===== src/design/amr_storage_frame_parser_assert.svh =====
// assertion macros for the amr storage frame parser
// expects aclk and aresetn in the scope of the module that uses them
`ifndef AMR_STORAGE_FRAME_PARSER_ASSERT_SVH
`define AMR_STORAGE_FRAME_PARSER_ASSERT_SVH

// same-cycle implication, checked out of reset
`define AMRSP_ASSERT_IMP(lbl, ante, cons, msg) \
    lbl: assert property (@(posedge aclk) disable iff (!aresetn) (ante) |-> (cons)) \
        else $error(msg);

// next-cycle implication, checked out of reset
`define AMRSP_ASSERT_NXT(lbl, ante, cons, msg) \
    lbl: assert property (@(posedge aclk) disable iff (!aresetn) (ante) |=> (cons)) \
        else $error(msg);

`endif


===== src/design/amrsp_pkg.sv =====
// shared types, constants and tables for the amr storage frame parser
// no dependencies
package amrsp_pkg;

    localparam int TYPE_W      = 4;
    localparam int BLEFT_W     = 6;
    localparam int FNUM_W      = 24;
    localparam int TIME_W      = 39;
    localparam int OFFSET_W    = 32;
    localparam int MAGIC_POS_W = 4;
    localparam int STATUS_W    = 3;
    localparam int PBITS_W     = 10;

    localparam int INDEX_TABLE_ENTRIES_DEF = 64;
    localparam int INDEX_SPACING_DEF       = 50;

    localparam logic [7:0]          PAD_MASK    = 8'h83;
    localparam logic [TIME_W-1:0]   FRAME_US    = TIME_W'(20000);
    localparam logic [FNUM_W-1:0]   COUNT_MAX   = '1;
    localparam logic [OFFSET_W-1:0] OFFSET_MAX  = '1;
    localparam logic [MAGIC_POS_W-1:0] NB_LAST_POS = MAGIC_POS_W'(5);
    localparam logic [MAGIC_POS_W-1:0] WB_LAST_POS = MAGIC_POS_W'(8);
    localparam logic [MAGIC_POS_W-1:0] MAGIC_LEN   = MAGIC_POS_W'(9);
    localparam logic [7:0]          CHAR_LF     = 8'h0a;

    typedef enum logic [3:0] {
        PH_MAGIC   = 4'b0001,
        PH_HEADER  = 4'b0010,
        PH_PAYLOAD = 4'b0100,
        PH_HALT    = 4'b1000
    } phase_t;

    typedef enum logic [STATUS_W-1:0] {
        ST_OK        = 3'd0,
        ST_BAD_MAGIC = 3'd1,
        ST_BAD_TYPE  = 3'd2,
        ST_PAD_SET   = 3'd3,
        ST_TRUNCATED = 3'd4,
        ST_HALTED    = 3'd5
    } parse_status_t;

    typedef struct packed {
        logic               pad_bad;
        logic               type_bad;
        logic [TYPE_W-1:0]  ftype;
        logic [BLEFT_W-1:0] nbytes;
    } hdr_info_t;

    // wideband magic line; narrowband shares the first five characters
    function automatic logic [7:0] magic_char(input logic [MAGIC_POS_W-1:0] pos);
        logic [7:0] c;
        case (pos)
            4'd0:    c = 8'h23;
            4'd1:    c = 8'h21;
            4'd2:    c = 8'h41;
            4'd3:    c = 8'h4d;
            4'd4:    c = 8'h52;
            4'd5:    c = 8'h2d;
            4'd6:    c = 8'h57;
            4'd7:    c = 8'h42;
            4'd8:    c = 8'h0a;
            default: c = 8'h00;
        endcase
        return c;
    endfunction

    // payload bit count per frame type
    function automatic logic [PBITS_W-1:0] payload_bits(input logic wide,
                                                        input logic [TYPE_W-1:0] ft);
        logic [PBITS_W-1:0] n;
        if (wide) begin
            case (ft)
                4'd0:    n = 10'd132;
                4'd1:    n = 10'd177;
                4'd2:    n = 10'd253;
                4'd3:    n = 10'd285;
                4'd4:    n = 10'd317;
                4'd5:    n = 10'd365;
                4'd6:    n = 10'd397;
                4'd7:    n = 10'd461;
                4'd8:    n = 10'd477;
                4'd9:    n = 10'd40;
                default: n = 10'd0;
            endcase
        end else begin
            case (ft)
                4'd0:    n = 10'd95;
                4'd1:    n = 10'd103;
                4'd2:    n = 10'd118;
                4'd3:    n = 10'd134;
                4'd4:    n = 10'd148;
                4'd5:    n = 10'd159;
                4'd6:    n = 10'd204;
                4'd7:    n = 10'd244;
                4'd8:    n = 10'd39;
                4'd9:    n = 10'd43;
                4'd10:   n = 10'd38;
                4'd11:   n = 10'd37;
                default: n = 10'd0;
            endcase
        end
        return n;
    endfunction

endpackage


===== src/design/amr_storage_frame_parser.sv =====
// Frame parser for AMR storage files. Takes one file byte per transfer on the s_ side and
// returns the same byte with its frame marks on the m_ side, one result per byte. Throughput is
// one byte per clock while m_tready keeps up; each byte goes through the input register and then
// the result register, with the whole per-byte step (magic match, header decode, counter
// updates) done in the logic between them. A result waiting on m_tready lets a byte into an
// empty input register but not into a full one. Errors stop the parser until reset; a clean
// end of stream returns it to the magic-line state. No clearing pass is needed after reset.
// depends on amrsp_pkg, amrsp_hdr_decode and amr_storage_frame_parser_assert.svh
`include "amr_storage_frame_parser_assert.svh"

module amr_storage_frame_parser #(
    parameter int INDEX_TABLE_ENTRIES = amrsp_pkg::INDEX_TABLE_ENTRIES_DEF,
    parameter int INDEX_SPACING       = amrsp_pkg::INDEX_SPACING_DEF
) (
    input  logic         aclk,
    input  logic         aresetn,
    input  logic         cfg_wr_en,
    input  logic         cfg_wr_data,   // check_padding
    input  logic         s_tvalid,
    output logic         s_tready,
    input  logic [7:0]   s_tdata,       // byte_in
    input  logic         s_tlast,       // end_of_stream
    output logic         m_tvalid,
    input  logic         m_tready,
    // byte_out, frame_start, frame_type, wide_stream, frame_number, frame_time_us,
    // frame_offset, index_point, status, zero fill
    output logic [119:0] m_tdata,
    output logic         m_tlast,       // frame_end
    output logic         m_tuser        // in_frame
);

    localparam int MOD_W  = (INDEX_SPACING > 1) ? $clog2(INDEX_SPACING) : 1;
    localparam int QUOT_W = $clog2(INDEX_TABLE_ENTRIES + 1);

    localparam int TYPE_W   = amrsp_pkg::TYPE_W;
    localparam int BLEFT_W  = amrsp_pkg::BLEFT_W;
    localparam int FNUM_W   = amrsp_pkg::FNUM_W;
    localparam int TIME_W   = amrsp_pkg::TIME_W;
    localparam int OFFSET_W = amrsp_pkg::OFFSET_W;
    localparam int POS_W    = amrsp_pkg::MAGIC_POS_W;

    // configuration
    logic check_padding_reg;

    // input register
    logic       in_valid_reg, in_valid_next;
    logic [7:0] in_byte_reg;
    logic       in_eos_reg;

    // parser state
    amrsp_pkg::phase_t    phase_reg, phase_next;
    logic [POS_W-1:0]     magic_pos_reg, magic_pos_next;
    logic                 wide_reg, wide_next;
    logic [BLEFT_W-1:0]   bytes_left_reg, bytes_left_next;
    logic [TYPE_W-1:0]    cur_type_reg, cur_type_next;
    logic [FNUM_W-1:0]    frame_count_reg, frame_count_next;
    logic [TIME_W-1:0]    time_now_reg, time_now_next;
    logic [OFFSET_W-1:0]  byte_off_reg, byte_off_next;
    logic [OFFSET_W-1:0]  hdr_off_reg, hdr_off_next;
    logic [MOD_W-1:0]     idx_mod_reg, idx_mod_next;
    logic [QUOT_W-1:0]    idx_quot_reg, idx_quot_next;

    // result register
    logic                 m_valid_reg, m_valid_next;
    logic [7:0]           r_byte_reg, r_byte_next;
    logic                 r_in_frame_reg, r_in_frame_next;
    logic                 r_start_reg, r_start_next;
    logic                 r_end_reg, r_end_next;
    logic [TYPE_W-1:0]    r_type_reg, r_type_next;
    logic                 r_wide_reg, r_wide_next;
    logic [FNUM_W-1:0]    r_num_reg, r_num_next;
    logic [TIME_W-1:0]    r_time_reg, r_time_next;
    logic [OFFSET_W-1:0]  r_off_reg, r_off_next;
    logic                 r_index_reg, r_index_next;
    amrsp_pkg::parse_status_t r_status_reg, r_status_next;

    logic                 advance;
    logic                 accept_in;
    amrsp_pkg::hdr_info_t hdr;

    assign advance   = in_valid_reg && (!m_valid_reg || m_tready);
    assign s_tready  = !in_valid_reg || advance;
    assign accept_in = s_tvalid && s_tready;

    always_comb begin
        in_valid_next = in_valid_reg;
        if (accept_in) begin
            in_valid_next = 1'b1;
        end else if (advance) begin
            in_valid_next = 1'b0;
        end
        m_valid_next = m_valid_reg;
        if (advance) begin
            m_valid_next = 1'b1;
        end else if (m_tready) begin
            m_valid_next = 1'b0;
        end
    end

    amrsp_hdr_decode u_hdr_decode (
        .check_padding (check_padding_reg),
        .wide          (wide_reg),
        .hdr_byte      (in_byte_reg),
        .info          (hdr)
    );

    // per-byte parser step
    always_comb begin
        logic done;
        logic bad;
        logic err;
        logic clean_end;

        done      = 1'b0;
        bad       = 1'b0;
        err       = 1'b0;
        clean_end = 1'b0;

        phase_next       = phase_reg;
        magic_pos_next   = magic_pos_reg;
        wide_next        = wide_reg;
        bytes_left_next  = bytes_left_reg;
        cur_type_next    = cur_type_reg;
        frame_count_next = frame_count_reg;
        time_now_next    = time_now_reg;
        byte_off_next    = byte_off_reg;
        hdr_off_next     = hdr_off_reg;
        idx_mod_next     = idx_mod_reg;
        idx_quot_next    = idx_quot_reg;

        r_byte_next     = in_byte_reg;
        r_in_frame_next = 1'b0;
        r_start_next    = 1'b0;
        r_end_next      = 1'b0;
        r_type_next     = '0;
        r_num_next      = '0;
        r_time_next     = '0;
        r_off_next      = '0;
        r_index_next    = 1'b0;
        r_status_next   = amrsp_pkg::ST_OK;

        unique case (phase_reg)
            amrsp_pkg::PH_HALT: begin
                r_status_next = amrsp_pkg::ST_HALTED;
            end
            amrsp_pkg::PH_MAGIC: begin
                if (magic_pos_reg == amrsp_pkg::NB_LAST_POS && in_byte_reg == amrsp_pkg::CHAR_LF) begin
                    wide_next = 1'b0;
                    done      = 1'b1;
                end else if (magic_pos_reg < amrsp_pkg::MAGIC_LEN
                             && in_byte_reg == amrsp_pkg::magic_char(magic_pos_reg)) begin
                    if (magic_pos_reg == amrsp_pkg::WB_LAST_POS) begin
                        wide_next = 1'b1;
                        done      = 1'b1;
                    end else begin
                        magic_pos_next = magic_pos_reg + POS_W'(1);
                    end
                end else begin
                    bad = 1'b1;
                end
                if (bad || (in_eos_reg && !done)) begin
                    phase_next    = amrsp_pkg::PH_HALT;
                    r_status_next = amrsp_pkg::ST_BAD_MAGIC;
                end else if (done) begin
                    magic_pos_next = '0;
                    phase_next     = amrsp_pkg::PH_HEADER;
                    clean_end      = in_eos_reg;
                end
            end
            amrsp_pkg::PH_HEADER: begin
                if (hdr.pad_bad) begin
                    err           = 1'b1;
                    r_status_next = amrsp_pkg::ST_PAD_SET;
                end else if (hdr.type_bad) begin
                    err           = 1'b1;
                    r_status_next = amrsp_pkg::ST_BAD_TYPE;
                end else begin
                    cur_type_next   = hdr.ftype;
                    hdr_off_next    = byte_off_reg;
                    bytes_left_next = hdr.nbytes;
                    r_start_next    = 1'b1;
                    r_index_next    = (idx_mod_reg == MOD_W'(0))
                                      && (idx_quot_reg < QUOT_W'(INDEX_TABLE_ENTRIES));
                    if (hdr.nbytes == '0) begin
                        r_end_next = 1'b1;
                    end else if (in_eos_reg) begin
                        err           = 1'b1;
                        r_status_next = amrsp_pkg::ST_TRUNCATED;
                    end else begin
                        phase_next = amrsp_pkg::PH_PAYLOAD;
                    end
                end
            end
            amrsp_pkg::PH_PAYLOAD: begin
                if (bytes_left_reg <= BLEFT_W'(1)) begin
                    bytes_left_next = '0;
                    r_end_next      = 1'b1;
                end else if (in_eos_reg) begin
                    err           = 1'b1;
                    r_status_next = amrsp_pkg::ST_TRUNCATED;
                end else begin
                    bytes_left_next = bytes_left_reg - BLEFT_W'(1);
                end
            end
            default: begin
                phase_next = phase_reg;
            end
        endcase

        if (phase_reg == amrsp_pkg::PH_HEADER || phase_reg == amrsp_pkg::PH_PAYLOAD) begin
            if (err) begin
                phase_next   = amrsp_pkg::PH_HALT;
                r_start_next = 1'b0;
                r_end_next   = 1'b0;
                r_index_next = 1'b0;
            end else begin
                r_in_frame_next = 1'b1;
                r_type_next     = cur_type_next;
                r_num_next      = frame_count_reg;
                r_time_next     = time_now_reg;
                r_off_next      = hdr_off_next;
                if (byte_off_reg != amrsp_pkg::OFFSET_MAX) begin
                    byte_off_next = byte_off_reg + OFFSET_W'(1);
                end
                if (r_end_next) begin
                    phase_next = amrsp_pkg::PH_HEADER;
                    // counters stop together once the frame count saturates
                    if (frame_count_reg != amrsp_pkg::COUNT_MAX) begin
                        frame_count_next = frame_count_reg + FNUM_W'(1);
                        time_now_next    = time_now_reg + amrsp_pkg::FRAME_US;
                        if (idx_mod_reg == MOD_W'(INDEX_SPACING - 1)) begin
                            idx_mod_next = '0;
                            if (idx_quot_reg != QUOT_W'(INDEX_TABLE_ENTRIES)) begin
                                idx_quot_next = idx_quot_reg + QUOT_W'(1);
                            end
                        end else begin
                            idx_mod_next = idx_mod_reg + MOD_W'(1);
                        end
                    end
                end
                clean_end = in_eos_reg;
            end
        end

        r_wide_next = wide_next;

        // clean end of file: back to the magic line for the next file
        if (clean_end) begin
            phase_next       = amrsp_pkg::PH_MAGIC;
            magic_pos_next   = '0;
            wide_next        = 1'b0;
            bytes_left_next  = '0;
            cur_type_next    = '0;
            frame_count_next = '0;
            time_now_next    = '0;
            byte_off_next    = '0;
            hdr_off_next     = '0;
            idx_mod_next     = '0;
            idx_quot_next    = '0;
        end
    end

    always_ff @(posedge aclk) begin
        if (!aresetn) begin
            check_padding_reg <= 1'b1;
            in_valid_reg      <= 1'b0;
            m_valid_reg       <= 1'b0;
            phase_reg         <= amrsp_pkg::PH_MAGIC;
            magic_pos_reg     <= '0;
            wide_reg          <= 1'b0;
            bytes_left_reg    <= '0;
            cur_type_reg      <= '0;
            frame_count_reg   <= '0;
            time_now_reg      <= '0;
            byte_off_reg      <= '0;
            hdr_off_reg       <= '0;
            idx_mod_reg       <= '0;
            idx_quot_reg      <= '0;
        end else begin
            if (cfg_wr_en) begin
                check_padding_reg <= cfg_wr_data;
            end
            in_valid_reg <= in_valid_next;
            m_valid_reg  <= m_valid_next;
            if (advance) begin
                phase_reg       <= phase_next;
                magic_pos_reg   <= magic_pos_next;
                wide_reg        <= wide_next;
                bytes_left_reg  <= bytes_left_next;
                cur_type_reg    <= cur_type_next;
                frame_count_reg <= frame_count_next;
                time_now_reg    <= time_now_next;
                byte_off_reg    <= byte_off_next;
                hdr_off_reg     <= hdr_off_next;
                idx_mod_reg     <= idx_mod_next;
                idx_quot_reg    <= idx_quot_next;
            end
        end
    end

    always_ff @(posedge aclk) begin
        if (accept_in) begin
            in_byte_reg <= s_tdata;
            in_eos_reg  <= s_tlast;
        end
        if (advance) begin
            r_byte_reg     <= r_byte_next;
            r_in_frame_reg <= r_in_frame_next;
            r_start_reg    <= r_start_next;
            r_end_reg      <= r_end_next;
            r_type_reg     <= r_type_next;
            r_wide_reg     <= r_wide_next;
            r_num_reg      <= r_num_next;
            r_time_reg     <= r_time_next;
            r_off_reg      <= r_off_next;
            r_index_reg    <= r_index_next;
            r_status_reg   <= r_status_next;
        end
    end

    assign m_tvalid = m_valid_reg;
    assign m_tlast  = r_end_reg;
    assign m_tuser  = r_in_frame_reg;
    assign m_tdata  = {7'b0, r_status_reg, r_index_reg, r_off_reg, r_time_reg, r_num_reg,
                       r_wide_reg, r_type_reg, r_start_reg, r_byte_reg};

    `AMRSP_ASSERT_IMP(a_payload_has_bytes, phase_reg == amrsp_pkg::PH_PAYLOAD, bytes_left_reg != '0, "payload phase with no bytes left")
    `AMRSP_ASSERT_IMP(a_header_no_bytes, phase_reg == amrsp_pkg::PH_HEADER, bytes_left_reg == '0, "header phase with bytes still owed")
    `AMRSP_ASSERT_IMP(a_index_on_start, m_valid_reg && r_index_reg, r_start_reg, "index point off a frame header")
    `AMRSP_ASSERT_IMP(a_start_clean, m_valid_reg && r_start_reg, r_in_frame_reg && r_status_reg == amrsp_pkg::ST_OK, "frame start with error or outside frame")
    `AMRSP_ASSERT_NXT(a_halt_reports, phase_reg == amrsp_pkg::PH_HALT && advance, m_valid_reg && r_status_reg == amrsp_pkg::ST_HALTED, "halted parser did not report halt")

endmodule


===== src/design/amrsp_hdr_decode.sv =====
// frame header byte decoder: padding check, type legality, payload length in bytes
// depends on amrsp_pkg
module amrsp_hdr_decode (
    input  logic                 check_padding,
    input  logic                 wide,
    input  logic [7:0]           hdr_byte,
    output amrsp_pkg::hdr_info_t info
);

    logic [amrsp_pkg::TYPE_W-1:0]  ft;
    logic [amrsp_pkg::PBITS_W-1:0] nbits;
    logic [amrsp_pkg::PBITS_W-1:0] rounded;

    assign ft      = hdr_byte[6:3];
    assign nbits   = amrsp_pkg::payload_bits(wide, ft);
    assign rounded = nbits + amrsp_pkg::PBITS_W'(7);

    always_comb begin
        info.pad_bad = check_padding && ((hdr_byte & amrsp_pkg::PAD_MASK) != 8'h00);
        // reserved types: 10..13 wideband, 12..14 narrowband
        if (wide) begin
            info.type_bad = (ft >= 4'd10) && (ft <= 4'd13);
        end else begin
            info.type_bad = (ft >= 4'd12) && (ft <= 4'd14);
        end
        info.ftype  = ft;
        // longest payload rounds to 60 bytes, so six bits are enough
        info.nbytes = rounded[amrsp_pkg::BLEFT_W+2:3];
    end

endmodule


===== config.mk =====
export PLATFORM = sky130hd
export DESIGN_NAME = amr_storage_frame_parser
export DESIGN_NICKNAME = d
export VERILOG_FILES = /design/src/design/amrsp_pkg.sv /design/src/design/amr_storage_frame_parser.sv /design/src/design/amrsp_hdr_decode.sv
export VERILOG_INCLUDE_DIRS = /design/src /design/src/design
export SDC_FILE = /design/constraint.sdc
export NUM_CORES = 1
export LEC_CHECK = 0
export ABC_AREA = 1
export ABC_CLOCK_PERIOD_IN_PS = 7900
export BUFFER_PORTS_ARGS = -buffer_cell sky130_fd_sc_hd__buf_2
export CAP_MARGIN = 0
export CELL_PAD_IN_SITES_DETAIL_PLACEMENT = 0
export CELL_PAD_IN_SITES_GLOBAL_PLACEMENT = 1
export CORE_MARGIN = 4
export CORE_UTILIZATION = 35
export DETAILED_ROUTE_END_ITERATION = 10
export PLACE_DENSITY_LB_ADDON = 0.1
export SYNTH_ARGS = -nofsm -noshare
export SYNTH_HDL_FRONTEND = slang
export SYNTH_SLANG_ARGS = --single-unit

===== constraint.sdc =====
create_clock -name aclk -period 7.9 [get_ports aclk]
set_input_delay 1.58 -clock aclk [delete_from_list [all_inputs] [get_ports aclk]]
set_output_delay 1.58 -clock aclk [all_outputs]
set_load 0.01 [all_outputs]

# ---- Yosys cells after proc, flatten, opt, wreduce, memory -nomap -nowiden
# Memory sizes are Yosys's and may differ from the RTL's. A register that Yosys moved wholly into a read port is not among the register bits.
# Index checks and enable logic that the tools add are counted.
dict set report word_totals {
  word_cells 216
  memories 3
  ff_bits 286
  mem_bits_ro 368
}
dict set report op_classes {
  n_reduce_logical 35
  n_bitwise 1
  n_mux 119
  n_lt_le_gt_ge 7
  add_sub_neg 8
  n_eq_ne 16
}
# memory depth width rd rd_ports_with_merged_regs wr line_no
set mem_list {}
lappend mem_list {{(name not given)} 16 8 1 1 0 amrsp_pkg.sv:72} ;# case (ft)
lappend mem_list {{(name not given)} 16 8 1 1 0 amrsp_pkg.sv:86} ;# case (ft)
lappend mem_list {{(name not given)} 16 7 1 1 0 amrsp_pkg.sv:52} ;# case (pos)
# operator count
set ops {}
lappend ops {{two-way mux 32 bit} 8}
lappend ops {{two-way mux 39 bit} 5}
lappend ops {{two-way mux 24 bit} 5}
lappend ops {{two-way mux 4 bit} 25}
lappend ops {{two-way mux 6 bit} 11}
lappend ops {{two-way mux 7 bit} 7}
lappend ops {{two-way mux 1 bit} 45}
lappend ops {{adder 39 x 15 -> 39 bit, second input constant} 1}
lappend ops {{adder 32 x 1 -> 32 bit, second input constant} 1}
lappend ops {{!= test 32 bit, second input constant} 1}
lappend ops {{adder 24 x 1 -> 24 bit, second input constant} 1}
lappend ops {{!= test 24 bit, second input constant} 1}
lappend ops {{nonzero test 2 bit} 9}
lappend ops {{two-way mux 8 bit} 2}
lappend ops {{two-way mux 3 bit} 5}
lappend ops {{zero test 6 bit} 2}
lappend ops {{case mux 3 bit (4 select lines)} 1}
lappend ops {{case mux 6 bit (2 select lines)} 1}
lappend ops {{AND reduction 5 bit} 2}
lappend ops {{adder 9 x 3 -> 9 bit, second input constant} 1}
lappend ops {{logical AND 1 bit} 9}
lappend ops {{two-way mux 9 bit} 1}
lappend ops {{== test 4 x 3 -> 1 bit, second input constant} 2}
lappend ops {{== test 4 bit, second input constant} 2}
lappend ops {{other kinds (29)} 38}

# ---- Logic depth before layout (Yosys ltp)
dict set report logic_depth {
  depth_word 20
  mapped_depth 23
  mapped_depth_nobuf 23
}

# ---- Modules after synthesis
# Synthesis repeated with hierarchy kept, for this count alone.
dict set report unflattened {
  hier_cells 1979
  area_unflattened_um2 15085.7
}
# mod n_inst area_each_um2 cells_each
set modules_own_cells {}
lappend modules_own_cells {amr_storage_frame_parser 1 14498.9 1882}
lappend modules_own_cells {amrsp_hdr_decode 1 586.8 97}

# ---- Worst setup path before layout
# No wires, ideal clock.
dict set report synth_timing {
  kind {input -> register}
  start {input port m_tready}
  end {register phase_reg[0]}
  path_stages 8
  path_slack_ns 1.905
  path_buffers 2
  t_required_ns 7.758
  t_arrival_ns 5.853
  cell_sequence {inv_1 -> nand2_1 -> nand2_1 -> clkinv_1 -> clkbuf_1 -> buf_1 -> nand3_1 -> o221ai_1}
}
dict set report synth_between {
  elab_chain_cells 2
}
# element line_no
set synth_lines {}
lappend synth_lines {{from (decl)} amr_storage_frame_parser.sv:24} ;# input logic m_tready,
lappend synth_lines {{logical OR 1 bit} amr_storage_frame_parser.sv:81} ;# assign advance = in_valid_reg && (!m_valid_reg || m_tready);
lappend synth_lines {{logical AND 1 bit} amr_storage_frame_parser.sv:81}
lappend synth_lines {{via advance} amr_storage_frame_parser.sv:77} ;# logic advance;
lappend synth_lines {{to (signal assigned)} amr_storage_frame_parser.sv:268} ;# phase_reg <= amrsp_pkg::PH_MAGIC;
lappend synth_lines {{to (signal assigned)} amr_storage_frame_parser.sv:286} ;# phase_reg <= phase_next;
lappend synth_lines {{to (decl)} amr_storage_frame_parser.sv:51} ;# amrsp_pkg::phase_t phase_reg, phase_next;
# The timed path passes the listed nets, and every way through them passes these cells.
# A chain may end at the register's enable or synchronous reset.

# ---- Worst setup path in the final report
dict set report layout_timing {
  start {register frame_count_reg[8]}
  end {register time_now_reg[37]}
}
dict set report layout_between {
  elab_chain_cells 3
}
# element line_no
set layout_lines {}
lappend layout_lines {{from (decl)} amr_storage_frame_parser.sv:56} ;# logic [FNUM_W-1:0] frame_count_reg, frame_count_next;
lappend layout_lines {{from (signal assigned)} amr_storage_frame_parser.sv:291} ;# frame_count_reg <= frame_count_next;
lappend layout_lines {{!= test 24 bit} amr_storage_frame_parser.sv:228} ;# if (frame_count_reg != amrsp_pkg::COUNT_MAX) begin
lappend layout_lines {{nonzero test 2 bit (no source line)} --}
lappend layout_lines {{AND reduction 5 bit (no source line)} --}
lappend layout_lines {{to (signal assigned)} amr_storage_frame_parser.sv:292} ;# time_now_reg <= time_now_next;
lappend layout_lines {{to (decl)} amr_storage_frame_parser.sv:57} ;# logic [TIME_W-1:0] time_now_reg, time_now_next;
# No other way between the ends.

==> results_dict.tcl <==
set metrics [dict create \
    cp_max_fo 33 \
    min_period_ns 4.013 \
    drt_iter0_drc 664 \
    antenna_found_initial 0 \
    avgSynthCellArea_um2 7.723 \
    nFillCells 4576 \
    clk_pin_slew_ns 0.06 \
    final_common_cell "nand2_1" \
    die-area_um2 46780 \
    antennaDiodeCount 0 \
    layout.nets 2107 \
    seq_area_um2 7177 \
    utilization 0.4036 \
    timing.final.ws_setup_ns 3.887 \
    min_from "hdr_off_reg[15]" \
    wire_per_inst_um 15.61 \
    clock_latency_ns 0.55 \
    fin_crit_sh 0.5080 \
    dp_slack_ns 3.596 \
    syn-instance-count 1966 \
    via_per_inst 4.810 \
    async_reset_ff_frac 0 \
    r2r_cells 9 \
    cts_tree "yes" \
    synthFlopType "dfxtp_1" \
    synth_edf_count 119 \
    io_buffers 126 \
    grt_overflow_total 0 \
    p_leak_nw 6.435 \
    synth_cell_types 60 \
    rows 76 \
    slew_headroom 0.2844 \
    fin_skew_ns 0.02080 \
    slew_violations 0 \
    path_common_cell "nor4_1" \
    hp-class "reg2reg" \
    drt_first_pass_iters 6 \
    arrival_ns 4.41 \
    dr_total_vias 12890 \
    crit_start "frame_count_reg[8]" \
    rsz0062_at_grt "false" \
    track_usage 0.1776 \
    critPathMaxStageDelay_ns 0.65 \
    synth_area_um2 15180 \
    final_hold_viol_count 0 \
    yosysWarnings 0 \
    multi_input_area_um2 6699 \
    setup_viol 0 \
    finalWeightedCongestion 0.8363 \
    cellPowerDensity_nw_per_um2 197.6 \
    cts_resized 0 \
    routed_wl_um 41840 \
    fmax_mhz 249.2 \
    vdd.ir_drop.worst_uv 177.1 \
    crit_chain "inv_1 > nor4_1 > nand4_1 > nor4_1 > o21ai_4 > nand2_2 > clkinv_2 > nand2_1 > a21oi_1" \
    path_depth 9 \
    synth_seq_cells 299 \
    worstHoldPathCells 2 \
    cp-end-kind "register" \
    h-tree-depth 2 \
    boundaryPins 139 \
    start_kind "register" \
    final_cell_mix "437 x nand2_1, 294 x nor2_1, 226 x inv_1" \
    worst_pin_slew_ns 1.073 \
    cp_top_family "simple AND/OR/NAND/NOR gates" \
    die_x_um 216.3 \
    core_um2 42980 \
    clockBufferDepth 3 \
    drive_above_1_share 0.1341 \
    start_util 0.3533 \
    cap_violations 0 \
    cp_slowest_cell "nor4_1" \
    criticalPathCategory "reg2reg" \
    cts_root_buf "clkbuf_16" \
    reg2reg_from "frame_count_reg[8]" \
    drcViolationCount 0 \
    grt_max_degree 95 \
    grt_pass1_wl_um 67810 \
    fin_setup_tns_ns 0 \
    cts_made_buffers 37 \
    hpwl_um 28910 \
    ys_seq_area_frac 0.4727 \
    cts.sinks 299 \
    dpl.cell_count 2614 \
    area_growth_pct 14.24 \
    cp_num_buf_inv 2 \
    final_cell_count_no_fill 2680 \
    chipHeight_um 216.3 \
    grt_pass1_vias 12560 \
    post_cts_buffers 0 \
    hold_slack_ns 0.4611 \
    postRouteAntennaNets 0 \
    crit_required_ns 8.30 \
    status "completed" \
    cts-hold-fix-buffers 0 \
]
synth_stat cells (all sizes together) (20+ instances only):
| library cell | number | share of area |
|---|---|---|
| clkbuf | 38 | 0.0094 |
| dfxtp | 180 | 0.24 |
| nand2 | 464 | 0.12 |
| buf | 44 | 0.020 |
| a21oi | 124 | 0.044 |
| nand3 | 68 | 0.024 |
| nor3 | 63 | 0.022 |
| or2 | 20 | 0.0082 |
| inv | 239 | 0.059 |
| xor2 | 49 | 0.028 |
| o22ai | 26 | 0.011 |
| ha | 24 | 0.020 |
| nand4 | 49 | 0.021 |
| o21ai | 87 | 0.030 |
| nor2 | 301 | 0.077 |
| nor4 | 29 | 0.013 |
| edfxtp | 119 | 0.24 |
final timing paths:
path / endpoint / slack, ns
hold / removal: hdr_off_reg[15] / 0.46
setup / recovery: time_now_reg[37] / 3.89
hold reg to reg: hdr_off_reg[15] / 0.46
setup reg to reg: time_now_reg[37] / 3.89
cell families after synthesis:
family          count (synthesis)  synth area share
buf+inv                       323           0.08916
simple gates                 1003            0.2892
other cells                     1         0.0002470
flops                         299            0.4727
fa+ha+maj                      24           0.01978
compound gates                257           0.09485
xor+xnor                       59           0.03403
per-layer routing:
layer | track usage | routed length (um) | vias up
met4 | 0.04288 | 867 | 0
li1 | - | - | 6594
met3 | 0.03155 | 1900 | 59
met1 | 0.2433 | 19910 | 5983
met2 | 0.2934 | 19160 | 254
met5 | 0 | 0 | -
stage by stage:
| stage | cell area (um^2) | power, mW |
|---|---|---|
| floorplan | 15220 | 1.812 |
| global placement | 16210 | 1.867 |
| detailed placement | 16210 | 1.867 |
| CTS | 17350 | 3.490 |
| global route | 17350 | 3.576 |
| finish | 17350 | 3.427 |
area by class of cell:
type	instances	share of cell area
sequential	299	0.4138
multi-input combinational	1355	0.3862
clock buffer	44	0.05663
inverter	241	0.05280
tap	585	0.04220
timing repair buffer	134	0.03982
clock inverter	22	0.008584
tightest hold or removal path, delay by kind of cell, from the launching register on:
family | cells | cell delay (ns)
compound gates | 1 | 0.05
flops | 1 | 0.30
simple gates | 1 | 0.06
report_power, final:
group | leakage, nW | internal [mW] | total [mW] | switching [mW]
clock | 0.559 | 0.922 | 1.60 | 0.674
sequential | 2.59 | 1.65 | 1.66 | 0.0177
combinational | 3.29 | 0.0476 | 0.167 | 0.120
Power figures use the tool's default switching activity.
